### config.mk
export PLATFORM = sky130hd
export DESIGN_NAME = integer_calculator_alu_core_flat
export DESIGN_NICKNAME = d
export VERILOG_FILES = /design/src/rtl/core/icalc_pkg.sv /design/src/rtl/core/icalc_req_if.sv /design/src/rtl/core/icalc_rsp_if.sv /design/src/rtl/core/icalc_mul.sv /design/src/rtl/core/icalc_div.sv /design/src/rtl/core/integer_calculator_alu_core.sv /design/src/flat_wrapper.sv
export SDC_FILE = /design/constraint.sdc
export NUM_CORES = 2
export LEC_CHECK = 0
export BUFFER_PORTS_ARGS = -buffer_cell sky130_fd_sc_hd__buf_2
export CORE_MARGIN = 8
export CORE_UTILIZATION = 35
export CTS_CLUSTER_DIAMETER = 40
export DETAILED_ROUTE_END_ITERATION = 7
export GPL_ROUTABILITY_DRIVEN = 0
export MAX_ROUTING_LAYER = met4
export PLACE_DENSITY = 0.6
export SLEW_MARGIN = 20
export SYNTH_ARGS = -nofsm -noshare
export SYNTH_HDL_FRONTEND = slang
export SYNTH_SLANG_ARGS = --single-unit
### constraint.sdc
create_clock -name clk -period 6.4 [get_ports clk]
set_input_delay 0 -clock clk [delete_from_list [all_inputs] [get_ports clk]]
set_output_delay 0 -clock clk [all_outputs]
set_load 0.01 [all_outputs]
### src/rtl/core/icalc_pkg.sv
// Shared types and constants for the integer calculator ALU.
// Used by the channel interfaces, the iterative units and the top level.
// No dependencies.
package icalc_pkg;

	localparam int OPND_W = 64;
	localparam int OP_W   = 3;

	typedef enum logic [OP_W-1:0] {
		OP_ADD  = 3'd0,
		OP_SUB  = 3'd1,
		OP_MUL  = 3'd2,
		OP_DIV  = 3'd3,
		OP_POW  = 3'd4,
		OP_FACT = 3'd5
	} op_t;

	localparam logic STATUS_OK       = 1'b0;
	localparam logic STATUS_DIV_ZERO = 1'b1;

	// Handshake status of a multi-cycle unit back to its sequencer.
	typedef struct packed {
		logic busy;
		logic done;
	} unit_sts_t;

endpackage

### src/rtl/core/icalc_req_if.sv
// Request channel of the integer calculator ALU: opcode and two operands.
// Depends on icalc_pkg.
interface icalc_req_if;
	import icalc_pkg::*;

	logic                     valid;
	logic                     ready;
	logic [OP_W-1:0]          op;
	logic signed [OPND_W-1:0] operand_a;
	logic signed [OPND_W-1:0] operand_b;

	modport source (output valid, op, operand_a, operand_b, input ready);
	modport sink   (input valid, op, operand_a, operand_b, output ready);
endinterface

### src/rtl/core/icalc_rsp_if.sv
// Response channel of the integer calculator ALU: result value and status.
// Depends on icalc_pkg.
interface icalc_rsp_if;
	import icalc_pkg::*;

	logic                     valid;
	logic                     ready;
	logic signed [OPND_W-1:0] result_value;
	logic                     status;

	modport source (output valid, result_value, status, input ready);
	modport sink   (input valid, result_value, status, output ready);
endinterface

### src/rtl/core/icalc_mul.sv
// Iterative multiplier: one 16-bit digit of the multiplier per cycle,
// product wrapped to DATA_WIDTH bits. Depends on icalc_pkg (status struct).
module icalc_mul #(
	parameter int DATA_WIDTH = 64
) (
	input  logic                    clk,
	input  logic                    arst_n,
	input  logic                    start,
	input  logic [DATA_WIDTH-1:0]   a,
	input  logic [DATA_WIDTH-1:0]   b,
	output logic [DATA_WIDTH-1:0]   product,
	output icalc_pkg::unit_sts_t    sts
);
	localparam int DigW   = 16;
	localparam int NumDig = (DATA_WIDTH + DigW - 1) / DigW;
	localparam int PadW   = NumDig * DigW;
	localparam int CntW   = (NumDig > 1) ? $clog2(NumDig) : 1;
	localparam int PpW    = DATA_WIDTH + DigW;

	logic [DATA_WIDTH-1:0] mcand_q;
	logic [DATA_WIDTH-1:0] acc_q;
	logic [PadW-1:0]       mplier_q;
	logic [CntW-1:0]       cnt_q;
	logic                  busy_q;
	logic                  done_q;
	logic [PpW-1:0]        pp;

	// Partial product of the shifted multiplicand and the lowest digit.
	assign pp = PpW'(mcand_q) * PpW'(mplier_q[DigW-1:0]);

	always_ff @(posedge clk or negedge arst_n) begin
		if (!arst_n) begin
			mcand_q  <= '0;
			acc_q    <= '0;
			mplier_q <= '0;
			cnt_q    <= '0;
			busy_q   <= 1'b0;
			done_q   <= 1'b0;
		end else if (start) begin
			mcand_q  <= a;
			mplier_q <= PadW'(b);
			acc_q    <= '0;
			cnt_q    <= CntW'(NumDig - 1);
			busy_q   <= 1'b1;
			done_q   <= 1'b0;
		end else if (busy_q) begin
			acc_q    <= acc_q + pp[DATA_WIDTH-1:0];
			mcand_q  <= mcand_q << DigW;
			mplier_q <= mplier_q >> DigW;
			if (cnt_q == '0) begin
				busy_q <= 1'b0;
				done_q <= 1'b1;
			end else begin
				cnt_q <= cnt_q - 1'b1;
			end
		end else begin
			done_q <= 1'b0;
		end
	end

	assign product  = acc_q;
	assign sts.busy = busy_q;
	assign sts.done = done_q;
endmodule

### src/rtl/core/icalc_div.sv
// Restoring unsigned divider, one quotient bit per cycle.
// Depends on icalc_pkg (status struct).
module icalc_div #(
	parameter int DATA_WIDTH = 64
) (
	input  logic                    clk,
	input  logic                    arst_n,
	input  logic                    start,
	input  logic [DATA_WIDTH-1:0]   dividend,
	input  logic [DATA_WIDTH-1:0]   divisor,
	output logic [DATA_WIDTH-1:0]   quotient,
	output icalc_pkg::unit_sts_t    sts
);
	localparam int CntW = $clog2(DATA_WIDTH);

	logic [DATA_WIDTH-1:0] rem_q;
	logic [DATA_WIDTH-1:0] quo_q;
	logic [DATA_WIDTH-1:0] dvsr_q;
	logic [CntW-1:0]       cnt_q;
	logic                  busy_q;
	logic                  done_q;
	logic [DATA_WIDTH:0]   rem_sh;
	logic [DATA_WIDTH:0]   diff;
	logic                  fits;

	// The dividend shifts out of the quotient register as quotient bits enter.
	assign rem_sh = {rem_q, quo_q[DATA_WIDTH-1]};
	assign diff   = rem_sh - {1'b0, dvsr_q};
	assign fits   = !diff[DATA_WIDTH];

	always_ff @(posedge clk or negedge arst_n) begin
		if (!arst_n) begin
			rem_q  <= '0;
			quo_q  <= '0;
			dvsr_q <= '0;
			cnt_q  <= '0;
			busy_q <= 1'b0;
			done_q <= 1'b0;
		end else if (start) begin
			rem_q  <= '0;
			quo_q  <= dividend;
			dvsr_q <= divisor;
			cnt_q  <= CntW'(DATA_WIDTH - 1);
			busy_q <= 1'b1;
			done_q <= 1'b0;
		end else if (busy_q) begin
			rem_q <= fits ? diff[DATA_WIDTH-1:0] : rem_sh[DATA_WIDTH-1:0];
			quo_q <= {quo_q[DATA_WIDTH-2:0], fits};
			if (cnt_q == '0) begin
				busy_q <= 1'b0;
				done_q <= 1'b1;
			end else begin
				cnt_q <= cnt_q - 1'b1;
			end
		end else begin
			done_q <= 1'b0;
		end
	end

	assign quotient = quo_q;
	assign sts.busy = busy_q;
	assign sts.done = done_q;
endmodule

### src/rtl/core/integer_calculator_alu_core.sv
// Add, subtract and unused opcodes go from S_IDLE through S_OUT to the output register;
// multiply waits in S_MUL for its ND = ceil(DATA_WIDTH/16) digits, divide in S_DIV.
// Power runs up to a multiply and a squaring per exponent bit; factorial one multiply per factor,
// and the product reaches zero after at most about DATA_WIDTH+6 factors.
// The sequencer takes one request at a time and shares the digit multiplier and the bit-serial divider.
// Reset (arst_n low, asynchronous) empties the sequencer and the output register.
module integer_calculator_alu_core #(
	parameter int DATA_WIDTH = 64
) (
	input  logic         clk,
	input  logic         arst_n,
	icalc_req_if.sink    req,
	icalc_rsp_if.source  rsp
);
	import icalc_pkg::*;

	localparam int W = DATA_WIDTH;

	// The sequencer walks one request through the shared units. Power is
	// square-and-multiply over the exponent bits; factorial multiplies the
	// running product by 1, 2, ... until the counter reaches the argument or
	// the wrapped product has become zero.
	typedef enum logic [3:0] {
		S_IDLE,
		S_MUL,
		S_DIV,
		S_POW_CHK,
		S_POW_ACC,
		S_POW_SQ,
		S_FACT_CHK,
		S_FACT_MUL,
		S_OUT
	} state_t;

	state_t                  state_q;
	logic [W-1:0]            acc_q;     // running result
	logic [W-1:0]            base_q;    // power base, or factorial argument
	logic [W-1:0]            cnt_q;     // remaining exponent, or factorial factor
	logic                    neg_q;     // quotient must be negated
	logic                    st_q;
	logic                    out_valid_q;
	logic [OPND_W-1:0]       out_value_q;
	logic                    out_status_q;

	logic                    accept;
	logic                    out_free;
	op_t                     in_op;
	logic [W-1:0]            in_a;
	logic [W-1:0]            in_b;
	logic [W-1:0]            a_mag;
	logic [W-1:0]            b_mag;

	logic                    mul_start;
	logic [W-1:0]            mul_a;
	logic [W-1:0]            mul_b;
	logic [W-1:0]            mul_prod;
	unit_sts_t               mul_sts;

	logic                    div_start;
	logic [W-1:0]            div_quo;
	unit_sts_t               div_sts;

	// Only the low DATA_WIDTH bits of each operand take part.
	assign in_op  = op_t'(req.op);
	assign in_a   = req.operand_a[W-1:0];
	assign in_b   = req.operand_b[W-1:0];
	assign a_mag  = in_a[W-1] ? ('0 - in_a) : in_a;
	assign b_mag  = in_b[W-1] ? ('0 - in_b) : in_b;

	// A new request is taken whenever the sequencer is free, even while the
	// previous result still sits in the output register.
	assign req.ready = (state_q == S_IDLE);
	assign accept    = req.valid && req.ready;
	assign out_free  = !out_valid_q || rsp.ready;

	assign div_start = accept && (in_op == OP_DIV) && (in_b != '0);

	// Operand selection for the shared multiplier. A new multiply may be
	// started in the same cycle the previous one reports done.
	always_comb begin
		mul_start = 1'b0;
		mul_a     = acc_q;
		mul_b     = base_q;
		case (state_q)
			S_IDLE: begin
				if (accept && (in_op == OP_MUL)) begin
					mul_start = 1'b1;
					mul_a     = in_a;
					mul_b     = in_b;
				end
			end
			S_POW_CHK: begin
				if (cnt_q != '0) begin
					mul_start = 1'b1;
					if (!cnt_q[0]) begin
						mul_a = base_q;
					end
				end
			end
			S_POW_ACC: begin
				if (mul_sts.done && (cnt_q[W-1:1] != '0)) begin
					mul_start = 1'b1;
					mul_a     = base_q;
				end
			end
			S_FACT_CHK: begin
				if ((cnt_q < base_q) && (acc_q != '0)) begin
					mul_start = 1'b1;
					mul_b     = cnt_q;
				end
			end
			default: begin
			end
		endcase
	end

	icalc_mul #(
		.DATA_WIDTH (W)
	) u_mul (
		.clk     (clk),
		.arst_n  (arst_n),
		.start   (mul_start),
		.a       (mul_a),
		.b       (mul_b),
		.product (mul_prod),
		.sts     (mul_sts)
	);

	icalc_div #(
		.DATA_WIDTH (W)
	) u_div (
		.clk      (clk),
		.arst_n   (arst_n),
		.start    (div_start),
		.dividend (a_mag),
		.divisor  (b_mag),
		.quotient (div_quo),
		.sts      (div_sts)
	);

	always_ff @(posedge clk or negedge arst_n) begin
		if (!arst_n) begin
			state_q      <= S_IDLE;
			acc_q        <= '0;
			base_q       <= '0;
			cnt_q        <= '0;
			neg_q        <= 1'b0;
			st_q         <= STATUS_OK;
			out_valid_q  <= 1'b0;
			out_value_q  <= '0;
			out_status_q <= STATUS_OK;
		end else begin
			// Output register: cleared by a transfer, refilled from S_OUT.
			if (out_valid_q && rsp.ready && (state_q != S_OUT)) begin
				out_valid_q <= 1'b0;
			end

			case (state_q)
				S_IDLE: begin
					if (accept) begin
						st_q <= ((in_op == OP_DIV) && (in_b == '0)) ?
							STATUS_DIV_ZERO : STATUS_OK;
						case (in_op)
							OP_ADD: begin
								acc_q   <= in_a + in_b;
								state_q <= S_OUT;
							end
							OP_SUB: begin
								acc_q   <= in_a - in_b;
								state_q <= S_OUT;
							end
							OP_MUL: state_q <= S_MUL;
							OP_DIV: begin
								if (in_b == '0) begin
									acc_q   <= '0;
									state_q <= S_OUT;
								end else begin
									neg_q   <= in_a[W-1] ^ in_b[W-1];
									state_q <= S_DIV;
								end
							end
							OP_POW: begin
								if (in_b[W-1]) begin
									// Negative exponent leaves the base.
									acc_q   <= in_a;
									state_q <= S_OUT;
								end else if (in_b == '0) begin
									acc_q   <= W'(1);
									state_q <= S_OUT;
								end else begin
									acc_q   <= W'(1);
									base_q  <= in_a;
									cnt_q   <= in_b;
									state_q <= S_POW_CHK;
								end
							end
							OP_FACT: begin
								if (in_a[W-1]) begin
									// Negative argument is returned as is.
									acc_q   <= in_a;
									state_q <= S_OUT;
								end else if (in_a == '0) begin
									acc_q   <= W'(1);
									state_q <= S_OUT;
								end else begin
									acc_q   <= in_a;
									base_q  <= in_a;
									cnt_q   <= W'(1);
									state_q <= S_FACT_CHK;
								end
							end
							default: begin
								acc_q   <= '0;
								state_q <= S_OUT;
							end
						endcase
					end
				end
				S_MUL: begin
					if (mul_sts.done) begin
						acc_q   <= mul_prod;
						state_q <= S_OUT;
					end
				end
				S_DIV: begin
					if (div_sts.done) begin
						acc_q   <= neg_q ? ('0 - div_quo) : div_quo;
						state_q <= S_OUT;
					end
				end
				S_POW_CHK: begin
					if (cnt_q == '0) begin
						state_q <= S_OUT;
					end else if (cnt_q[0]) begin
						state_q <= S_POW_ACC;
					end else begin
						state_q <= S_POW_SQ;
					end
				end
				S_POW_ACC: begin
					if (mul_sts.done) begin
						acc_q <= mul_prod;
						// The last squaring would never be used.
						if (cnt_q[W-1:1] == '0) begin
							state_q <= S_OUT;
						end else begin
							state_q <= S_POW_SQ;
						end
					end
				end
				S_POW_SQ: begin
					if (mul_sts.done) begin
						base_q  <= mul_prod;
						cnt_q   <= cnt_q >> 1;
						state_q <= S_POW_CHK;
					end
				end
				S_FACT_CHK: begin
					if (!((cnt_q < base_q) && (acc_q != '0))) begin
						state_q <= S_OUT;
					end else begin
						state_q <= S_FACT_MUL;
					end
				end
				S_FACT_MUL: begin
					if (mul_sts.done) begin
						acc_q   <= mul_prod;
						cnt_q   <= cnt_q + 1'b1;
						state_q <= S_FACT_CHK;
					end
				end
				S_OUT: begin
					if (out_free) begin
						out_valid_q  <= 1'b1;
						out_value_q  <= OPND_W'($signed(acc_q));
						out_status_q <= st_q;
						state_q      <= S_IDLE;
					end
				end
				default: state_q <= S_IDLE;
			endcase
		end
	end

	assign rsp.valid        = out_valid_q;
	assign rsp.result_value = out_value_q;
	assign rsp.status       = out_status_q;

`ifndef SYNTHESIS
	// The multiplier is never restarted while it is still working.
	a_mul_start_idle: assert property (@(posedge clk) disable iff (!arst_n)
		mul_start |-> !mul_sts.busy)
		else $error("multiplier started while busy");

	// A request is only taken when both units are free.
	a_accept_units_free: assert property (@(posedge clk) disable iff (!arst_n)
		accept |-> (!mul_sts.busy && !div_sts.busy))
		else $error("request taken while a unit is busy");

	// Divider completion is only ever seen by the divide wait state.
	a_div_done_state: assert property (@(posedge clk) disable iff (!arst_n)
		div_sts.done |-> (state_q == S_DIV))
		else $error("divider finished outside divide state");

	// A divide-by-zero result always carries a zero value.
	a_div_zero_value: assert property (@(posedge clk) disable iff (!arst_n)
		(rsp.valid && (rsp.status == STATUS_DIV_ZERO)) |-> (rsp.result_value == '0))
		else $error("divide-by-zero status with nonzero result");

	// Handing a result to the output register frees the sequencer next cycle.
	a_out_load: assert property (@(posedge clk) disable iff (!arst_n)
		((state_q == S_OUT) && out_free) |=> (out_valid_q && (state_q == S_IDLE)))
		else $error("result not loaded into output register");
`endif
endmodule

### src/flat_wrapper.sv
// flat-port wrapper written by rule: the top's interface ports become plain ports
module integer_calculator_alu_core_flat import icalc_pkg::*;
#(
	parameter int DATA_WIDTH = 64
)
  (clk, arst_n, req_valid, req_op, req_operand_a, req_operand_b, req_ready, rsp_valid, rsp_result_value, rsp_status, rsp_ready);
  icalc_req_if req_i ();
  icalc_rsp_if rsp_i ();
  input  logic clk;
  input  logic arst_n;
  input wire logic [$bits(req_i.valid)-1:0] req_valid;
  input wire logic [$bits(req_i.op)-1:0] req_op;
  input wire logic [$bits(req_i.operand_a)-1:0] req_operand_a;
  input wire logic [$bits(req_i.operand_b)-1:0] req_operand_b;
  output wire logic [$bits(req_i.ready)-1:0] req_ready;
  output wire logic [$bits(rsp_i.valid)-1:0] rsp_valid;
  output wire logic [$bits(rsp_i.result_value)-1:0] rsp_result_value;
  output wire logic [$bits(rsp_i.status)-1:0] rsp_status;
  input wire logic [$bits(rsp_i.ready)-1:0] rsp_ready;
  assign req_i.valid = req_valid;
  assign req_i.op = req_op;
  assign req_i.operand_a = req_operand_a;
  assign req_i.operand_b = req_operand_b;
  assign req_ready = req_i.ready;
  assign rsp_valid = rsp_i.valid;
  assign rsp_result_value = rsp_i.result_value;
  assign rsp_status = rsp_i.status;
  assign rsp_i.ready = rsp_ready;
  integer_calculator_alu_core #(.DATA_WIDTH(DATA_WIDTH)) u_core (.clk(clk), .arst_n(arst_n), .req(req_i), .rsp(rsp_i));
endmodule
# Yosys cells after proc, flatten, opt, wreduce, memory -nomap -nowiden

Index checks and enable logic that the tools add are counted.

Add/sub/neg operators: 10
Multiply operators: 1
Magnitude comparators: 1
Equality and inequality tests: 33
Muxes and demuxes: 92
Bitwise operators: 2
Reductions and logical operators: 39

Operators with widths:

| kind                                                | number |
|---|---|
| two-way mux 64 bit                                  | 38 |
| case mux 64 bit (3 select lines)                    | 3 |
| case mux 64 bit (2 select lines)                    | 4 |
| case mux 64 bit (6 select lines)                    | 1 |
| logical NOT 64 bit                                  | 3 |
| nonzero test 64 bit                                 | 3 |
| subtractor 1 x 64 -> 64 bit, first input constant   | 3 |
| adder 64 bit                                        | 2 |
| subtractor 65 x 64 -> 65 bit                        | 1 |
| adder 64 x 1 -> 64 bit, second input constant       | 1 |
| less-than comparator 64 bit                         | 1 |
| multiplier 64 x 16 -> 64 bit                        | 1 |
| subtractor 64 bit                                   | 1 |
| logical NOT 63 bit                                  | 1 |
| two-way mux 63 bit                                  | 1 |
| nonzero test 63 bit                                 | 1 |
| two-way mux 4 bit                                   | 15 |
| case mux 4 bit (9 select lines)                     | 1 |
| two-way mux 1 bit                                   | 21 |
| two-way mux 6 bit                                   | 3 |
| inequality test 3 bit, second input constant        | 6 |
| equality test 4 x 3 -> 1 bit, second input constant | 4 |
| case mux 4 bit (4 select lines)                     | 1 |
| inequality test 2 bit, second input constant        | 7 |
| 31 further kinds                                    | 55 |

Register bits after elaboration: 660
Input port bits: 135
Output and inout port bits: 67
Logic and storage cells: 199

# Longest topological paths before layout

Depth after elaboration: 7
Mapped depth: 28
Depth with buffers taken out: 25

# Cells and area by module

A second synthesis with hierarchy kept.

Cells, all modules: 9,488
Area total of the unflattened synthesis: 78,475.3 um2

Modules (own cells, without submodules):

| module                      | instances | cells an instance | area an instance (um2) | seq. area each (um2) |
|---|---|---|---|---|
| icalc_mul                   | 1         | 4,300             | 37,498.5               | 4,904.7 |
| integer_calculator_alu_core | 1         | 3,688             | 28,294.6               | 6,606.3 |
| icalc_div                   | 1         | 1,500             | 12,682.2               | 5,004.8 |

# Worst setup path before layout

No wires, ideal clock.

Kind: flip-flop to flip-flop
Start point: reg u_core.u_mul.mplier_q[7]
End point: reg u_core.u_mul.acc_q[62], in the netlist u_core.u_mul.product[62]
Library setup time: 0.132 ns
Arrival time: 6.663 ns
Data required time: 6.268 ns
Slack: -0.395 ns
Cell stages (with the launch flop): 26
Buffers on the path: 3
Clock period less this slack: 6.795 ns
Path through: dfrtp_1 clkbuf_1 clkbuf_1 nand2_1 fa_1 inv_1 fa_1 fa_1 fa_1 fa_1 inv_1 fa_1 inv_1 ha_1 clkbuf_1 a21oi_1 o21ai_0 a2111oi_0 a21oi_1 nor3_1 o21ai_0 a31oi_1 o41ai_1 xor2_1 mux2i_1 nor2_1

Cells in the longest elaborated chain, start to end: 4

Ends and longest elaborated chain:

| item                         | line            | RTL |
|---|---|---|
| start: declaration           | icalc_mul.sv:22 | `logic [PadW-1:0] mplier_q;` |
| start signal: assignment     | icalc_mul.sv:41 | `mplier_q <= PadW'(b);` |
| start signal: assignment     | icalc_mul.sv:49 | `mplier_q <= mplier_q >> DigW;` |
| multiplier 64 x 16 -> 64 bit | icalc_mul.sv:29 | `assign pp = PpW'(mcand_q) * PpW'(mplier_q[DigW-1:0]);` |
| adder 64 bit                 | icalc_mul.sv:47 | `acc_q <= acc_q + pp[DATA_WIDTH-1:0];` |
| two-way mux 64 bit           | icalc_mul.sv:46 | `end else if (busy_q) begin` |
| two-way mux 64 bit           | icalc_mul.sv:39 | `end else if (start) begin` |
| end signal: assignment       | icalc_mul.sv:47 |  |
| end: declaration             | icalc_mul.sv:21 | `logic [DATA_WIDTH-1:0] acc_q;` |

Every way passes these cells. The select of a mux whose other input is x is not followed.
A chain may end at the register's enable or synchronous reset.

# Worst setup path in the final report

Start point: reg u_core.u_mul.mplier_q[6]
End point: reg u_core.u_mul.acc_q[63], in the netlist u_core.u_mul.product[63]

The elaborated chain is that of the path after synthesis.

==> reports/metrics.yaml <==
synthesis:
  synth_sequential_area_ratio: 0.216
  library_cells_used_by_synthesis: 81
  synth_edf_count: 0
  avgSynthCellArea_um2: 8.35
  synth_cells: 9171
  asyncSetResetFlopFracSynth: 1.00
  synth_fp_nets: 10400
  mapped_area_mm2: 0.0765
  yosys_warnings: 0
  primary_flip_flop_cell_chosen_by_synthesis_mapping: "sky130_fd_sc_hd__dfrtp_1"
  synth-seq-cells: 660
final_layout:
  filler_cell_count: 21200
  postLayoutCellArea_mm2: 0.0928
  stdcell_count: 12700
  layout.nets: 10900
  layout-drive-gt1-share: 0.145
  flow.area_growth_from_synthesis_pct: 21.2
detailed_routing:
  number_of_iterations_in_the_first_detailed_routing_pass: 8
  via_count: 73400
  drt-total-wl_mm: 319
  avgViaCountPerCell: 5.79
  wl_per_cell_um: 25.2
  drt_drc_violations_left: 116
  drt_first_iter_violations: 10200
  number_of_routed_nets_with_antenna_violations: 0
cts:
  clock_insertion_delay_worst_skew_ns: 0.84
  clk_path_buf_depth: 3
  cts_root_buffer: "sky130_fd_sc_hd__clkbuf_16"
  cts_tree: "done"
  cts_max_level: 4
  cts-buffers-inserted: 146
  clock_sinks: 660
  clk_transition_reported_paths_ns: 0.05
timing:
  drv_slew: 0
  fin_worst_setup_slack_ns: -0.481
  clock-skew-final_ns: 0.0904
  worst_pin_slew_ns: 1.18
  timing.final.setup_violations: 32
  grt_setup_unrepaired: "true"
  hold_violations: 0
  fmaxAchievable_mhz: 145
  slew_headroom: 0.195
  period_share: 1.08
  period_needed_ns: 6.88
  worst_hold_slack_ns: 0.157
floorplanning:
  die_area_mm2: 0.234
  row_count: 171
  floorplan.initialDensity: 0.352
  boundaryPins: 202
  fp.dieH_um: 484
  floorplan.die.width_um: 484
  floorplan.core_area_mm2: 0.217
status:
  failed_checks: "DRC, setup timing"
  outcome: "finished, violations left"
worst_setup_path:
  cp_max_fanout: 8
  crit_arrival_ns: 7.51
  cp_startpoint_kind: "register"
  timing.reg2reg.setup_slack_ns: -0.48
  endpoint_kind: "register"
  reg2reg_to: "u_core.u_mul.product[63]"
  worst_ep_required_time_ns: 7.03
  crit_type: "reg2reg"
  r2r_cells: 27
  regToRegStartpoint: "u_core.u_mul.mplier_q[6]"
placement:
  place.detailed.hpwl_mm: 243
  pre_cts_ws_ns: -0.831
  number_of_placed_cells_counting_well_taps: 12100
  port_buffers: 201
  placed_cell_area_mm2: 0.0838
min_path:
  hold_start: "rsp_ready"
  hold-path-cell-count: 4
  worst_hold_path_type: "in2reg"
  sink_of_the_worst_hold_path: "u_core.rsp.valid"
global_route:
  groute.layer.met3.usage: 0.0843
  grt.overflow.total: 0
  grt_first_pass_wirelength_mm: 474
  grt.met1_usage: 0.336
  via_count_of_the_first_global_routing_pass: 73500
  most_utilized_layer_in_the_global_route_result: "met2"
  largest_net_degree_at_the_start_of_global_routing: 160
  grt_usage: 0.271
  grt_util_met2: 0.393
  grt_antenna_before_repair: 58
flow_run:
  maxCapViolations: 0
-- stage by stage --
step / setup TNS (ns) / utilization
floorplan: -0.163 / -
global placement: -12.62 / 0.386
detailed placement: -13.34 / 0.386
CTS: -5.08 / 0.423
global route: -14.70 / 0.427
finish: -7.49 / 0.427
-- critical path, stage by stage (launching register included) --
cell and delay, ns:
sky130_fd_sc_hd__dfrtp_2 0.45, sky130_fd_sc_hd__buf_12 0.15, sky130_fd_sc_hd__buf_4 0.16, sky130_fd_sc_hd__and2_1 0.16
sky130_fd_sc_hd__fa_1 0.54, sky130_fd_sc_hd__inv_1 0.06, sky130_fd_sc_hd__fa_1 0.56, sky130_fd_sc_hd__fa_1 0.42
sky130_fd_sc_hd__inv_1 0.08, sky130_fd_sc_hd__fa_2 0.47, sky130_fd_sc_hd__fa_1 0.55, sky130_fd_sc_hd__inv_1 0.05
sky130_fd_sc_hd__fa_1 0.54, sky130_fd_sc_hd__inv_1 0.07, sky130_fd_sc_hd__ha_4 0.16, sky130_fd_sc_hd__buf_4 0.15
sky130_fd_sc_hd__a21oi_1 0.18, sky130_fd_sc_hd__and2_4 0.19, sky130_fd_sc_hd__nand2_1 0.05, sky130_fd_sc_hd__o21a_1 0.27
sky130_fd_sc_hd__a21o_4 0.26, sky130_fd_sc_hd__a31oi_1 0.18, sky130_fd_sc_hd__buf_4 0.16, sky130_fd_sc_hd__nand2_4 0.06
sky130_fd_sc_hd__a221o_1 0.35, sky130_fd_sc_hd__a21oi_2 0.16, sky130_fd_sc_hd__nor4b_4 0.21, sky130_fd_sc_hd__nor4_1 0.08
-- worst max path at each step --
stage	startpoint	endpoint	slack (ns)	cells after the start
global placement	u_core.u_mul.mcand_q[32]	u_core.u_mul.product[62]	-0.78	27
global route	u_core.u_mul.mplier_q[2]	u_core.u_mul.product[63]	-0.65	26
CTS	u_core.u_mul.mplier_q[5]	u_core.u_mul.product[63]	-0.39	27
floorplan	u_core.u_mul.mplier_q[7]	u_core.u_mul.product[62]	-0.08	25
detailed placement	u_core.u_mul.mcand_q[32]	u_core.u_mul.product[62]	-0.83	27
finish	u_core.u_mul.mplier_q[6]	u_core.u_mul.product[63]	-0.48	27
-- cell usage in the layout, fill, tap and decap left out, drive strengths merged, types with 41 or more instances in the layout --
cell type	Yosys	final
and3	43	43
buf	46	819
o31ai	72	72
a21o	113	113
dfrtp	660	660
nand3	106	106
xnor2	254	254
nand4	76	76
o21ai	612	612
a211oi	148	148
ha	302	302
a222oi	114	114
nor2	376	376
a21oi	515	515
nand2b	41	41
clkbuf	611	178
a22oi	95	95
mux2i	260	260
or3	58	58
mux2	67	67
nand2	1308	1308
xor2	188	188
inv	1247	1261
a221oi	52	52
dlygate4sd3	0	169
nor4	69	69
diode	0	54
a31oi	82	82
fa	816	816
nor3	96	96
and2	332	332
-- logic make-up (layout without fill, tap and decap cells) --
| logic type | Yosys count | count (layout) | synth area share |
|---|---|---|---|
| simple gates | 2642 | 2642 | 0.160 |
| compound gates | 2077 | 2077 | 0.173 |
| buf+inv | 1905 | 2506 | 0.0943 |
| fa+ha+maj | 1118 | 1118 | 0.263 |
| flops | 660 | 660 | 0.216 |
| xor+xnor | 442 | 442 | 0.0506 |
| mux | 327 | 327 | 0.0439 |
| other cells | 0 | 54 | 0 |
-- final cells by class --
class                   instances  area, um2  area share
clock inverters                92       1440      0.0155
multi-input cells            6606      54100       0.583
inverters                    1247       4680      0.0504
clock buffers                 174       3890      0.0419
repair buffers                993       8460      0.0912
well taps                    2854       3570      0.0385
flip-flops and latches        660      16600       0.178
diodes                         54        135     0.00146
-- routing by layer --
layer  vias to the layer above  share of wire
met2                      4567           0.42
li1                      31600              -
met1                     36200           0.38
met3                      1045           0.12
met5                         -              0
met4                         0          0.070
-- cells in the mapped netlist (25+ instances only) --
cell                       number  area [um2]
sky130_fd_sc_hd__nor3_1        96         480
sky130_fd_sc_hd__nor2_1       375        1410
sky130_fd_sc_hd__inv_1       1245        4670
sky130_fd_sc_hd__o211ai_1      32         240
sky130_fd_sc_hd__o21bai_1      33         248
sky130_fd_sc_hd__buf_1         25        93.8
sky130_fd_sc_hd__xor2_1       188        1650
sky130_fd_sc_hd__a21o_1       113         848
sky130_fd_sc_hd__and3_1        43         269
sky130_fd_sc_hd__nor4_1        68         425
sky130_fd_sc_hd__ha_1         302        3780
sky130_fd_sc_hd__o31ai_1       72         541
sky130_fd_sc_hd__clkbuf_1     605        2270
sky130_fd_sc_hd__o21a_1        35         263
sky130_fd_sc_hd__o21ai_0      609        3050
sky130_fd_sc_hd__nand3_1      106         531
sky130_fd_sc_hd__mux2_2        67         754
sky130_fd_sc_hd__a222oi_1     114        1140
sky130_fd_sc_hd__nand2_1     1308        4910
sky130_fd_sc_hd__nor2b_1       33         206
sky130_fd_sc_hd__nand4_1       76         475
sky130_fd_sc_hd__and2_1       332        2080
sky130_fd_sc_hd__xnor2_1      254        2220
sky130_fd_sc_hd__nand2b_1      41         257
sky130_fd_sc_hd__a221oi_1      52         455
sky130_fd_sc_hd__a22oi_1       95         713
sky130_fd_sc_hd__a31oi_1       81         507
sky130_fd_sc_hd__mux2i_1      260        2600
sky130_fd_sc_hd__dfrtp_1      660       16500
sky130_fd_sc_hd__or3_1         58         363
sky130_fd_sc_hd__fa_1         816       16300
sky130_fd_sc_hd__a21oi_1      514        2570
sky130_fd_sc_hd__a211oi_1     148        1110
sky130_fd_sc_hd__or4_1         37         278
-- timing repair --
action | 4_1_cts | 5_1_grt
hold endpoints to repair | 812 | 0
buffers inserted | 18 | 19
setup endpoints to repair | 41 | 45
pin swaps | 67 | 57
gates cloned | 3 | 5
resized for setup | 169 | 127
hold buffers | 170 | 0
-- flip-flops by register name, summed over array words and instances, names as in the netlist, 2 cells and up --
register / cells
u_core.state_q: 4
u_core.u_mul.product: 64
u_core.u_div.cnt_q: 6
u_core.acc_q: 64
u_core.cnt_q: 64
u_core.u_mul.mcand_q: 64
u_core.u_mul.cnt_q: 2
u_core.u_div.dvsr_q: 64
u_core.u_div.quotient: 64
u_core.u_div.rem_q: 64
u_core.rsp.result_value: 64
u_core.u_mul.mplier_q: 64
u_core.base_q: 64
Power is left out: the tool's default activity adds up to more than one toggle a clock period on the data nets, which glitch-free logic cannot reach.
